**config.mk**
```make
export PLATFORM = sky130hd
export DESIGN_NAME = rpn_frame_filter_core
export DESIGN_NICKNAME = d
export VERILOG_FILES = /design/src/rtl/rff_pkg.sv /design/src/rtl/rpn_frame_filter_core.sv /design/src/rtl/rff_front.sv /design/src/rtl/rff_queue.sv /design/src/rtl/rff_back.sv
export SDC_FILE = /design/constraint.sdc
export NUM_CORES = 2
export LEC_CHECK = 0
export BUFFER_PORTS_ARGS = -buffer_cell sky130_fd_sc_hd__buf_2
export CAP_MARGIN = 15
export CORE_MARGIN = 1
export CORE_UTILIZATION = 65
export DETAILED_ROUTE_END_ITERATION = 8
export PLACE_DENSITY_LB_ADDON = 0.2
export SYNTH_ARGS = -nofsm -noshare
export SYNTH_HDL_FRONTEND = slang
export SYNTH_HIERARCHICAL = 1
export SYNTH_SLANG_ARGS = --single-unit
```
**constraint.sdc**
```tcl
create_clock -name clk -period 12.5 [get_ports clk]
set_input_delay 1.875 -clock clk [delete_from_list [all_inputs] [get_ports clk]]
set_output_delay 1.875 -clock clk [all_outputs]
set_load 0.03 [all_outputs]
```
**src/rtl/rff_pkg.sv**
```systemverilog
// Shared types, opcodes and status codes of the postfix frame filter.
package rff_pkg;

  // default sizes of the program store and the evaluation stack
  localparam int RFF_CODE_DEPTH  = 64;
  localparam int RFF_STACK_DEPTH = 16;

  // depth of the request queue between front and back
  localparam int RFF_QUEUE_DEPTH = 2;

  // input command codes
  localparam logic CMD_WRITE = 1'b0;
  localparam logic CMD_EVAL  = 1'b1;

  // opcodes (top byte of a program word)
  localparam logic [7:0] OP_END    = 8'h00;
  localparam logic [7:0] OP_LIT    = 8'h01;
  localparam logic [7:0] OP_SRC    = 8'h10;
  localparam logic [7:0] OP_DST    = 8'h11;
  localparam logic [7:0] OP_PROTO  = 8'h12;
  localparam logic [7:0] OP_SIZE   = 8'h13;
  localparam logic [7:0] OP_BYTE0  = 8'h14;
  localparam logic [7:0] OP_BYTE5  = 8'h19;
  localparam logic [7:0] OP_BYTE6  = 8'h20;
  localparam logic [7:0] OP_BYTE7  = 8'h21;
  localparam logic [7:0] OP_EQ     = 8'h80;
  localparam logic [7:0] OP_BAND   = 8'h81;
  localparam logic [7:0] OP_LAND   = 8'h82;
  localparam logic [7:0] OP_BOR    = 8'h83;
  localparam logic [7:0] OP_LOR    = 8'h84;
  localparam logic [7:0] OP_NE     = 8'h85;
  localparam logic [7:0] OP_LNOT   = 8'h86;

  // result status codes
  localparam logic [2:0] ST_OK    = 3'd0;
  localparam logic [2:0] ST_BADOP = 3'd1;
  localparam logic [2:0] ST_OVER  = 3'd2;
  localparam logic [2:0] ST_UNDER = 3'd3;
  localparam logic [2:0] ST_DEPTH = 3'd4;
  localparam logic [2:0] ST_NOEND = 3'd5;

  // one classified request as it travels through the queue
  typedef struct packed {
    logic        is_eval;
    logic [5:0]  prog_addr;
    logic [31:0] prog_word;
    logic [9:0]  src_addr;
    logic [9:0]  dst_addr;
    logic [3:0]  proto;
    logic [3:0]  frame_len;
    logic [63:0] frame_data;
  } rff_item_t;

endpackage

```
**src/rtl/rpn_frame_filter_core.sv**
```systemverilog
// Top level of the postfix frame filter: front end, queue and back end.
//
//  channel | dir | tdata fields (low bit up)                         | tuser   | tlast
//  in_     | in  | prog_addr, prog_word, src_addr, dst_addr, proto,  | command | -
//          |     | frame_len, frame_data, zero fill to 136 bits      |         |
//  out_    | out | matched, status, zero fill to 8 bits              | -       | -
//
// A program write is handled in the back end's idle state. An evaluation runs a
// fetch state (registered program store read) and then an execute state for
// each program word executed. After reset a clearing pass zeroes every program
// store word; in_tready stays low during it. A two-entry queue lets input
// requests be taken while the back end runs; a held result stalls the back end,
// and the input as well once the queue is full.
module rpn_frame_filter_core
  import rff_pkg::*;
#(
  parameter int CODE_DEPTH  = RFF_CODE_DEPTH,
  parameter int STACK_DEPTH = RFF_STACK_DEPTH
) (
  input  logic         clk,
  input  logic         rst_n,
  input  logic         in_tvalid,
  output logic         in_tready,
  input  logic [135:0] in_tdata,  // prog_addr, prog_word, src_addr, dst_addr, proto,
                                  // frame_len, frame_data
  input  logic         in_tuser,  // command
  output logic         out_tvalid,
  input  logic         out_tready,
  output logic [7:0]   out_tdata  // matched, status
);

  logic      clearing;
  logic      q_push, q_ready, q_valid, q_pop;
  rff_item_t q_in, q_out;

  rff_front #(
    .CODE_DEPTH (CODE_DEPTH)
  ) u_front (
    .clk       (clk),
    .rst_n     (rst_n),
    .in_tvalid (in_tvalid),
    .in_tready (in_tready),
    .in_tdata  (in_tdata),
    .in_tuser  (in_tuser),
    .clearing  (clearing),
    .q_push    (q_push),
    .q_ready   (q_ready),
    .q_item    (q_in)
  );

  rff_queue u_queue (
    .clk       (clk),
    .rst_n     (rst_n),
    .push      (q_push),
    .ready     (q_ready),
    .push_item (q_in),
    .valid     (q_valid),
    .pop       (q_pop),
    .pop_item  (q_out)
  );

  rff_back #(
    .CODE_DEPTH  (CODE_DEPTH),
    .STACK_DEPTH (STACK_DEPTH)
  ) u_back (
    .clk        (clk),
    .rst_n      (rst_n),
    .q_valid    (q_valid),
    .q_pop      (q_pop),
    .q_item     (q_out),
    .clearing   (clearing),
    .out_tvalid (out_tvalid),
    .out_tready (out_tready),
    .out_tdata  (out_tdata)
  );

endmodule

```
**src/rtl/rff_front.sv**
```systemverilog
// Front end: accepts input requests, classifies them and feeds the queue.
module rff_front
  import rff_pkg::*;
#(
  parameter int CODE_DEPTH = RFF_CODE_DEPTH
) (
  input  logic         clk,
  input  logic         rst_n,
  input  logic         in_tvalid,
  output logic         in_tready,
  input  logic [135:0] in_tdata,
  input  logic         in_tuser,
  input  logic         clearing,
  output logic         q_push,
  input  logic         q_ready,
  output rff_item_t    q_item
);

  logic accept;
  logic addr_ok;

  // stall while the program store is being cleared or the queue is full
  assign in_tready = q_ready && !clearing;
  assign accept    = in_tvalid && in_tready;

  // unpack the request
  always_comb begin
    q_item.is_eval    = (in_tuser == CMD_EVAL);
    q_item.prog_addr  = in_tdata[5:0];
    q_item.prog_word  = in_tdata[37:6];
    q_item.src_addr   = in_tdata[47:38];
    q_item.dst_addr   = in_tdata[57:48];
    q_item.proto      = in_tdata[61:58];
    q_item.frame_len  = in_tdata[65:62];
    q_item.frame_data = in_tdata[129:66];
  end

  // drop writes beyond the program store
  assign addr_ok = 32'(in_tdata[5:0]) < 32'(CODE_DEPTH);
  assign q_push  = accept && (q_item.is_eval || addr_ok);

`ifndef SYNTHESIS
  a_no_push_clearing: assert property (@(posedge clk) disable iff (!rst_n)
    clearing |-> !q_push) else $error("push during clearing pass");
  a_push_needs_room: assert property (@(posedge clk) disable iff (!rst_n)
    q_push |-> q_ready) else $error("push into full queue");
  a_drop_only_writes: assert property (@(posedge clk) disable iff (!rst_n)
    (accept && !q_push) |-> !q_item.is_eval) else $error("evaluation dropped");
`endif

endmodule

```
**src/rtl/rff_queue.sv**
```systemverilog
// Short request queue between front end and back end.
module rff_queue
  import rff_pkg::*;
(
  input  logic      clk,
  input  logic      rst_n,
  input  logic      push,
  output logic      ready,
  input  rff_item_t push_item,
  output logic      valid,
  input  logic      pop,
  output rff_item_t pop_item
);

  localparam int QW = $clog2(RFF_QUEUE_DEPTH);
  localparam int CW = $clog2(RFF_QUEUE_DEPTH + 1);

  rff_item_t      mem_r [RFF_QUEUE_DEPTH];
  logic [QW-1:0]  wp_r, wp_nxt, rp_r, rp_nxt;
  logic [CW-1:0]  cnt_r, cnt_nxt;

  assign ready    = (cnt_r != CW'(RFF_QUEUE_DEPTH));
  assign valid    = (cnt_r != '0);
  assign pop_item = mem_r[rp_r];

  // advance pointers and count
  always_comb begin
    wp_nxt  = wp_r;
    rp_nxt  = rp_r;
    cnt_nxt = cnt_r;
    if (push) begin
      wp_nxt = (wp_r == QW'(RFF_QUEUE_DEPTH - 1)) ? '0 : wp_r + 1'b1;
    end
    if (pop) begin
      rp_nxt = (rp_r == QW'(RFF_QUEUE_DEPTH - 1)) ? '0 : rp_r + 1'b1;
    end
    if (push && !pop) begin
      cnt_nxt = cnt_r + 1'b1;
    end else if (pop && !push) begin
      cnt_nxt = cnt_r - 1'b1;
    end
  end

  always_ff @(posedge clk) begin
    if (!rst_n) begin
      wp_r  <= '0;
      rp_r  <= '0;
      cnt_r <= '0;
    end else begin
      wp_r  <= wp_nxt;
      rp_r  <= rp_nxt;
      cnt_r <= cnt_nxt;
    end
  end

  // store the entry
  always_ff @(posedge clk) begin
    if (push) begin
      mem_r[wp_r] <= push_item;
    end
  end

`ifndef SYNTHESIS
  a_cnt_bound: assert property (@(posedge clk) disable iff (!rst_n)
    cnt_r <= CW'(RFF_QUEUE_DEPTH)) else $error("queue count out of range");
  a_no_pop_empty: assert property (@(posedge clk) disable iff (!rst_n)
    pop |-> valid) else $error("pop from empty queue");
  a_no_push_full: assert property (@(posedge clk) disable iff (!rst_n)
    push |-> ready) else $error("push into full queue");
`endif

endmodule

```
**src/rtl/rff_back.sv**
```systemverilog
// Back end: program store, evaluation stack and the token sequencer.
module rff_back
  import rff_pkg::*;
#(
  parameter int CODE_DEPTH  = RFF_CODE_DEPTH,
  parameter int STACK_DEPTH = RFF_STACK_DEPTH
) (
  input  logic       clk,
  input  logic       rst_n,
  input  logic       q_valid,
  output logic       q_pop,
  input  rff_item_t  q_item,
  output logic       clearing,
  output logic       out_tvalid,
  input  logic       out_tready,
  output logic [7:0] out_tdata
);

  localparam int PW = $clog2(CODE_DEPTH);
  localparam int SW = $clog2(STACK_DEPTH);
  localparam int DW = $clog2(STACK_DEPTH + 1);

  localparam logic [2:0] S_CLEAR = 3'd0;
  localparam logic [2:0] S_IDLE  = 3'd1;
  localparam logic [2:0] S_FETCH = 3'd2;
  localparam logic [2:0] S_EXEC  = 3'd3;
  localparam logic [2:0] S_DONE  = 3'd4;

  logic [31:0]   prog_mem [CODE_DEPTH];
  logic [31:0]   stk_mem  [STACK_DEPTH];
  logic [31:0]   prog_rd_r;
  logic [31:0]   stk_rd_r;

  logic [2:0]    st_r, st_nxt;
  logic [PW-1:0] pc_r, pc_nxt;
  logic [DW-1:0] depth_r, depth_nxt;
  logic [31:0]   tos_r, tos_nxt;
  rff_item_t     frm_r, frm_nxt;
  logic          res_match_r, res_match_nxt;
  logic [2:0]    res_status_r, res_status_nxt;
  logic          out_valid_r, out_valid_nxt;
  logic [3:0]    out_data_r, out_data_nxt;

  logic          pw_en;
  logic [PW-1:0] pw_addr;
  logic [31:0]   pw_data;
  logic          sw_en;
  logic [SW-1:0] sw_addr;
  logic [SW-1:0] sr_addr;

  logic [7:0]    op;
  logic [2:0]    byte_idx;
  logic          is_push, is_bin;
  logic [31:0]   push_v, bin_r, a_v, b_v;

  assign clearing   = (st_r == S_CLEAR);
  assign out_tvalid = out_valid_r;
  assign out_tdata  = {4'b0, out_data_r};

  // decode the fetched word
  assign op       = prog_rd_r[31:24];
  assign byte_idx = (op == OP_BYTE6) ? 3'd6 :
                    (op == OP_BYTE7) ? 3'd7 : 3'(op - OP_BYTE0);
  assign a_v      = tos_r;
  assign b_v      = stk_rd_r;
  assign sr_addr  = SW'(depth_r - DW'(2));

  always_comb begin
    is_push = 1'b1;
    push_v  = '0;
    priority if (op == OP_LIT) begin
      push_v = {8'h00, prog_rd_r[23:0]};
    end else if (op == OP_SRC) begin
      push_v = 32'(frm_r.src_addr);
    end else if (op == OP_DST) begin
      push_v = 32'(frm_r.dst_addr);
    end else if (op == OP_PROTO) begin
      push_v = 32'(frm_r.proto);
    end else if (op == OP_SIZE) begin
      push_v = 32'(frm_r.frame_len);
    end else if ((op >= OP_BYTE0 && op <= OP_BYTE5) || op == OP_BYTE6 || op == OP_BYTE7) begin
      push_v = 32'(8'(frm_r.frame_data >> {byte_idx, 3'b000}));
    end else begin
      is_push = 1'b0;
    end
  end

  // two-operand result
  always_comb begin
    is_bin = 1'b1;
    bin_r  = '0;
    unique case (op)
      OP_EQ:   bin_r = 32'(a_v == b_v);
      OP_BAND: bin_r = a_v & b_v;
      OP_LAND: bin_r = 32'((a_v != 0) && (b_v != 0));
      OP_BOR:  bin_r = a_v | b_v;
      OP_LOR:  bin_r = 32'((a_v != 0) || (b_v != 0));
      OP_NE:   bin_r = 32'(a_v != b_v);
      default: is_bin = 1'b0;
    endcase
  end

  // sequence requests and tokens
  always_comb begin
    logic       fin;
    logic [2:0] fin_st;
    fin            = 1'b0;
    fin_st         = ST_OK;
    st_nxt         = st_r;
    pc_nxt         = pc_r;
    depth_nxt      = depth_r;
    tos_nxt        = tos_r;
    frm_nxt        = frm_r;
    res_match_nxt  = res_match_r;
    res_status_nxt = res_status_r;
    out_valid_nxt  = out_valid_r && !out_tready;
    out_data_nxt   = out_data_r;
    q_pop          = 1'b0;
    pw_en          = 1'b0;
    pw_addr        = pc_r;
    pw_data        = '0;
    sw_en          = 1'b0;
    sw_addr        = SW'(depth_r - DW'(1));
    unique case (st_r)
      S_CLEAR: begin
        pw_en  = 1'b1;
        pc_nxt = pc_r + 1'b1;
        if (pc_r == PW'(CODE_DEPTH - 1)) begin
          pc_nxt = '0;
          st_nxt = S_IDLE;
        end
      end
      S_IDLE: begin
        if (q_valid) begin
          q_pop = 1'b1;
          if (q_item.is_eval) begin
            frm_nxt   = q_item;
            pc_nxt    = '0;
            depth_nxt = '0;
            st_nxt    = S_FETCH;
          end else begin
            pw_en   = 1'b1;
            pw_addr = PW'(q_item.prog_addr);
            pw_data = q_item.prog_word;
          end
        end
      end
      S_FETCH: begin
        st_nxt = S_EXEC;
      end
      S_EXEC: begin
        priority if (op == OP_END) begin
          fin    = 1'b1;
          fin_st = (depth_r == DW'(1)) ? ST_OK : ST_DEPTH;
        end else if (is_push) begin
          if (depth_r == DW'(STACK_DEPTH)) begin
            fin    = 1'b1;
            fin_st = ST_OVER;
          end else begin
            sw_en     = (depth_r != '0);
            tos_nxt   = push_v;
            depth_nxt = depth_r + 1'b1;
          end
        end else if (op == OP_LNOT) begin
          if (depth_r == '0) begin
            fin    = 1'b1;
            fin_st = ST_UNDER;
          end else begin
            tos_nxt = 32'(tos_r == 0);
          end
        end else if (is_bin) begin
          if (depth_r < DW'(2)) begin
            fin    = 1'b1;
            fin_st = ST_UNDER;
          end else begin
            tos_nxt   = bin_r;
            depth_nxt = depth_r - 1'b1;
          end
        end else begin
          fin    = 1'b1;
          fin_st = ST_BADOP;
        end
        if (fin) begin
          res_status_nxt = fin_st;
          res_match_nxt  = (fin_st == ST_OK) && (tos_r != 0);
          st_nxt         = S_DONE;
        end else if (pc_r == PW'(CODE_DEPTH - 1)) begin
          res_status_nxt = ST_NOEND;
          res_match_nxt  = 1'b0;
          st_nxt         = S_DONE;
        end else begin
          pc_nxt = pc_r + 1'b1;
          st_nxt = S_FETCH;
        end
      end
      S_DONE: begin
        // hold the result until the output register is free
        if (!out_valid_r || out_tready) begin
          out_valid_nxt = 1'b1;
          out_data_nxt  = {res_status_r, res_match_r};
          st_nxt        = S_IDLE;
        end
      end
      default: begin
        st_nxt = S_IDLE;
      end
    endcase
  end

  always_ff @(posedge clk) begin
    if (!rst_n) begin
      st_r        <= S_CLEAR;
      pc_r        <= '0;
      depth_r     <= '0;
      out_valid_r <= 1'b0;
    end else begin
      st_r        <= st_nxt;
      pc_r        <= pc_nxt;
      depth_r     <= depth_nxt;
      out_valid_r <= out_valid_nxt;
    end
  end

  // payload registers
  always_ff @(posedge clk) begin
    tos_r        <= tos_nxt;
    frm_r        <= frm_nxt;
    res_match_r  <= res_match_nxt;
    res_status_r <= res_status_nxt;
    out_data_r   <= out_data_nxt;
  end

  // program store: one write port, one registered read port
  always_ff @(posedge clk) begin
    if (pw_en) begin
      prog_mem[pw_addr] <= pw_data;
    end
    prog_rd_r <= prog_mem[pc_r];
  end

  // stack below the top entry: one write port, one registered read port
  always_ff @(posedge clk) begin
    if (sw_en) begin
      stk_mem[sw_addr] <= tos_r;
    end
    stk_rd_r <= stk_mem[sr_addr];
  end

`ifndef SYNTHESIS
  a_depth_bound: assert property (@(posedge clk) disable iff (!rst_n)
    depth_r <= DW'(STACK_DEPTH)) else $error("stack depth out of range");
  a_exec_after_fetch: assert property (@(posedge clk) disable iff (!rst_n)
    (st_r == S_EXEC) |-> ($past(st_r) == S_FETCH)) else $error("exec without fetch");
  a_pop_idle: assert property (@(posedge clk) disable iff (!rst_n)
    q_pop |-> (st_r == S_IDLE)) else $error("queue popped while busy");
  a_done_loads: assert property (@(posedge clk) disable iff (!rst_n)
    (st_r == S_DONE && st_nxt == S_IDLE) |=> out_valid_r) else $error("result lost");
`endif

endmodule

```
==> results.toml <==
[routing]
finalWirelength_um = 290000
drt_iter0_drc = 8154
vias = 56400
ant_nets = 0
vias_per_cell = 7.07
avgRoutedWirePerCell_um = 36.4
first_pass_iters = 5
drcViolationCount = 0

[timing]
setup_viol = 0
hold_viol_final = 0
rsz0062_at_grt = "false"
tns_ns = 0
drv_slew = 0
fin_crit_sh_pct = 41.1
clock_skew_ns = 0.0444
max_freq_mhz = 195
fin_crit_ns = 5.14
relSlewSlack_pct = 15.8
worst_slew_pin_slew_ns = 1.26
setup_ws_ns = 7.36

[pwr]
switching_share_pct = 20.1
seq_power_share_pct = 53.6
power.switching_mw = 4.17
clockPowerShare_pct = 43.2
combPwrFrac_pct = 3.2
p_total_mw = 20.8
power_density_mw_per_mm2 = 159
power.leakage_nw = 45.7
ir_worst_vdd_v = 0.000161
p_int_mw = 16.6

[cells_and_area]
nNetsFinal = 5629
diodes = 0
fillers = 9375
area_growth_pct = 11.4
drive_gt1_share_pct = 31.7

[setup_path]
cp-end-kind = "flip-flop"
cp_data_required_time_ns = 13.25
startpoint_type = "flip-flop"
path_class = "reg -> reg"
worst-endpoint-arrival_ns = 5.89
cp_max_fo = 38

[floorplanning]
rows = 155
die_x_um = 427
pin_count = 151
dieArea_mm2 = 0.183
fp.dieH_um = 427
start_util_pct = 65.7
core_mm2 = 0.179

[synthesis]
synthTopCellsByCount = "2,954 x edfxtp_1, 802 x mux4_2, 145 x nand2_1, 142 x buf_4, 127 x clkbuf_1"
synth-edff-count = 2954
ys_warn_count = 6
yosysSeqAreaShare_pct = 76.9
synthCells = 5200
synthAdderAreaFrac_pct = 0.809
synth_xor_area_share_pct = 0.0969
yosys.area_share.simple_pct = 1.95
synth_area_mm2 = 0.118
synth_compound_area_share_pct = 1.11
syn_area_per_cell_um2 = 22.6
ys.flop_type = "edfxtp_1"
synth.area.top_cells = "edfxtp_1 75%, mux4_2 15%, dfxtp_1 1.4%, mux2_4 1.1%, buf_4 0.91%"
synth_top_family_by_area = "multiplexers"
yosys.cell_count.top_type = "edfxtp_1"
synth_top_area_share_pct = 75.5
muxShareOfSynthArea_pct = 17.0
synth-seq-cells = 3038
synth_cell_type_count = 70
synth_top_area_cell = "edfxtp_1"
synthArstFlopShare_pct = 0

[grt]
antenna_found_initial = 15
grt_pass1_vias = 56800
overflow = 0
grt_pass1_wl_um = 405000
grt_max_degree = 124
grt_usage_pct = 31.9

[cts]
post-cts-setup-buffer-count = 0
root_buffer = "clkbuf_16"
cts-buffers-inserted = 302
clock_path_buffers = 4
clk_latency_ns = 0.93
cts_tree = "done"
cts_sinks = 3038
cts_max_level = 5
cts-resized-gates = 0
path_clk_slew_ns = 0.06
hold_buffers = 0

[place]
place_ws_ns = 7.40
dp_hpwl_um = 141000
port-buffer-count = 140
gp_congestion = 0.802

[job]
drv_cap = 0

[run_status]
status = "finished clean"

[worst_hold_path]
hold_class = "reg -> reg"
[power by group through the flow]
stage / Sequential, mW / Clock [mW] / Combinational [mW]
floorplan: 11.3 / 0 / 0.498
global placement: 11.3 / 0 / 0.645
detailed placement: 11.4 / 0 / 0.651
CTS: 11.1 / 9.03 / 0.658
global route: 11.1 / 9.41 / 0.690
finish: 11.1 / 8.97 / 0.657
[worst max-delay path: stages, from the launching register on]
cell	delay [ns]
dfxtp_4	0.78
buf_4	0.73
buf_4	0.67
buf_4	0.65
mux4_2	0.64
mux4_2	0.48
a22oi_1	0.65
nand2_1	0.14
[path summary, 6_finish.rpt]
check | from | endpoint | slack [ns] | depth (start not counted)
min | u_back/res_status_r[2]$_SDFFCE_PP1P_ | u_back/out_data_r[3]$_DFFE_PP_ | 0.42 | 0
min reg2reg | u_back/res_status_r[2]$_SDFFCE_PP1P_ | u_back/out_data_r[3]$_DFFE_PP_ | 0.42 | 0
max reg2reg | u_back/pc_r[0]$_SDFFE_PN0P_ | u_back/prog_rd_r[9]$_DFF_P_ | 7.36 | 7
max | u_back/pc_r[0]$_SDFFE_PN0P_ | u_back/prog_rd_r[9]$_DFF_P_ | 7.36 | 7
[layout by cell type (no fill, tap or decap), drive strengths merged, types with 7 or more instances in the layout]
| master | synthesis | layout |
|---|---|---|
| a31oi | 15 | 15 |
| nand2 | 145 | 145 |
| bufinv | 0 | 30 |
| a211oi | 7 | 7 |
| nand4 | 13 | 13 |
| nor2b | 15 | 15 |
| a221o | 10 | 10 |
| o22ai | 14 | 14 |
| inv | 75 | 78 |
| xnor2 | 7 | 7 |
| and2 | 40 | 40 |
| a22oi | 37 | 37 |
| mux2i | 11 | 11 |
| o2111ai | 7 | 7 |
| edfxtp | 2954 | 2954 |
| o211ai | 9 | 9 |
| clkinv | 1 | 94 |
| nor3 | 37 | 37 |
| mux2 | 135 | 135 |
| a22o | 7 | 7 |
| o21ai | 30 | 30 |
| clkbuf | 127 | 388 |
| a21oi | 23 | 23 |
| mux4 | 802 | 802 |
| nor2 | 123 | 123 |
| o21a | 7 | 7 |
| nand3 | 37 | 37 |
| clkinvlp | 0 | 10 |
| or3 | 7 | 7 |
| nand2b | 8 | 8 |
| nor4 | 28 | 28 |
| ha | 76 | 76 |
| buf | 257 | 288 |
| dfxtp | 84 | 84 |
[per-stage QoR]
step	cell area (µm²)	util, %	hold slack (ns)	instances
6_report	131000	73.1	0.421	7986
5_1_grt	131000	73.1	0.430	7986
4_1_cts	130000	72.9	0.423	7967
3_5_place_dp	121000	67.5	0.409	7444
3_3_place_gp	121000	67.5	0.409	7444
2_1_floorplan	118000	-	0.400	5203
[cell type report]
type | count | area (µm²) | share of cell area [%]
Clock inverter | 136 | 1420 | 1.08
Sequential cell | 3038 | 90400 | 69.1
Inverter | 76 | 289 | 0.221
Tap cell | 2355 | 2950 | 2.25
Timing Repair Buffer | 289 | 2220 | 1.70
Multi-Input combinational cell | 1705 | 25400 | 19.4
Clock buffer | 387 | 8220 | 6.28
[flip-flops by register name, summed over array words and instances (netlist names), named ones only]
name	cells
u_back/pc_r	6
u_queue/cnt_r	2
u_queue/mem_r	262
u_back/prog_rd_r	32
u_back/stk_mem	512
u_back/res_match_r	1
u_back/depth_r	5
u_back/st_r	3
u_back/prog_mem	2048
u_back/b_v	32
u_back/frm_r	92
u_queue/wp_r	1
u_back/out_data_r	4
u_back/a_v	32
u_queue/rp_r	1
u_back/out_tvalid	1
u_back/res_status_r	3
[routing by layer]
| metal | up-vias | track usage (%) | routed length (µm) |
|---|---|---|---|
| met3 | 793 | 6.00 | 31000 |
| met4 | 6 | 14.2 | 14700 |
| met5 | - | 0 | 43 |
| li1 | 22000 | - | - |
| met1 | 29500 | 42.3 | 99200 |
| met2 | 4169 | 52.3 | 146000 |
[cell families (layout without fill, tap and decap cells)]
kind of cell / after synthesis / after routing
AO/OA/AOI/OAI: 185 / 185
XOR/XNOR: 13 / 13
adder cells (fa/ha/maj): 76 / 76
buffers and inverters: 460 / 888
flip-flops: 3038 / 3038
multiplexers: 948 / 948
other: 1 / 4
AND/OR/NAND/NOR: 479 / 479
No activity file was read; power rests on OpenSTA's default activity.
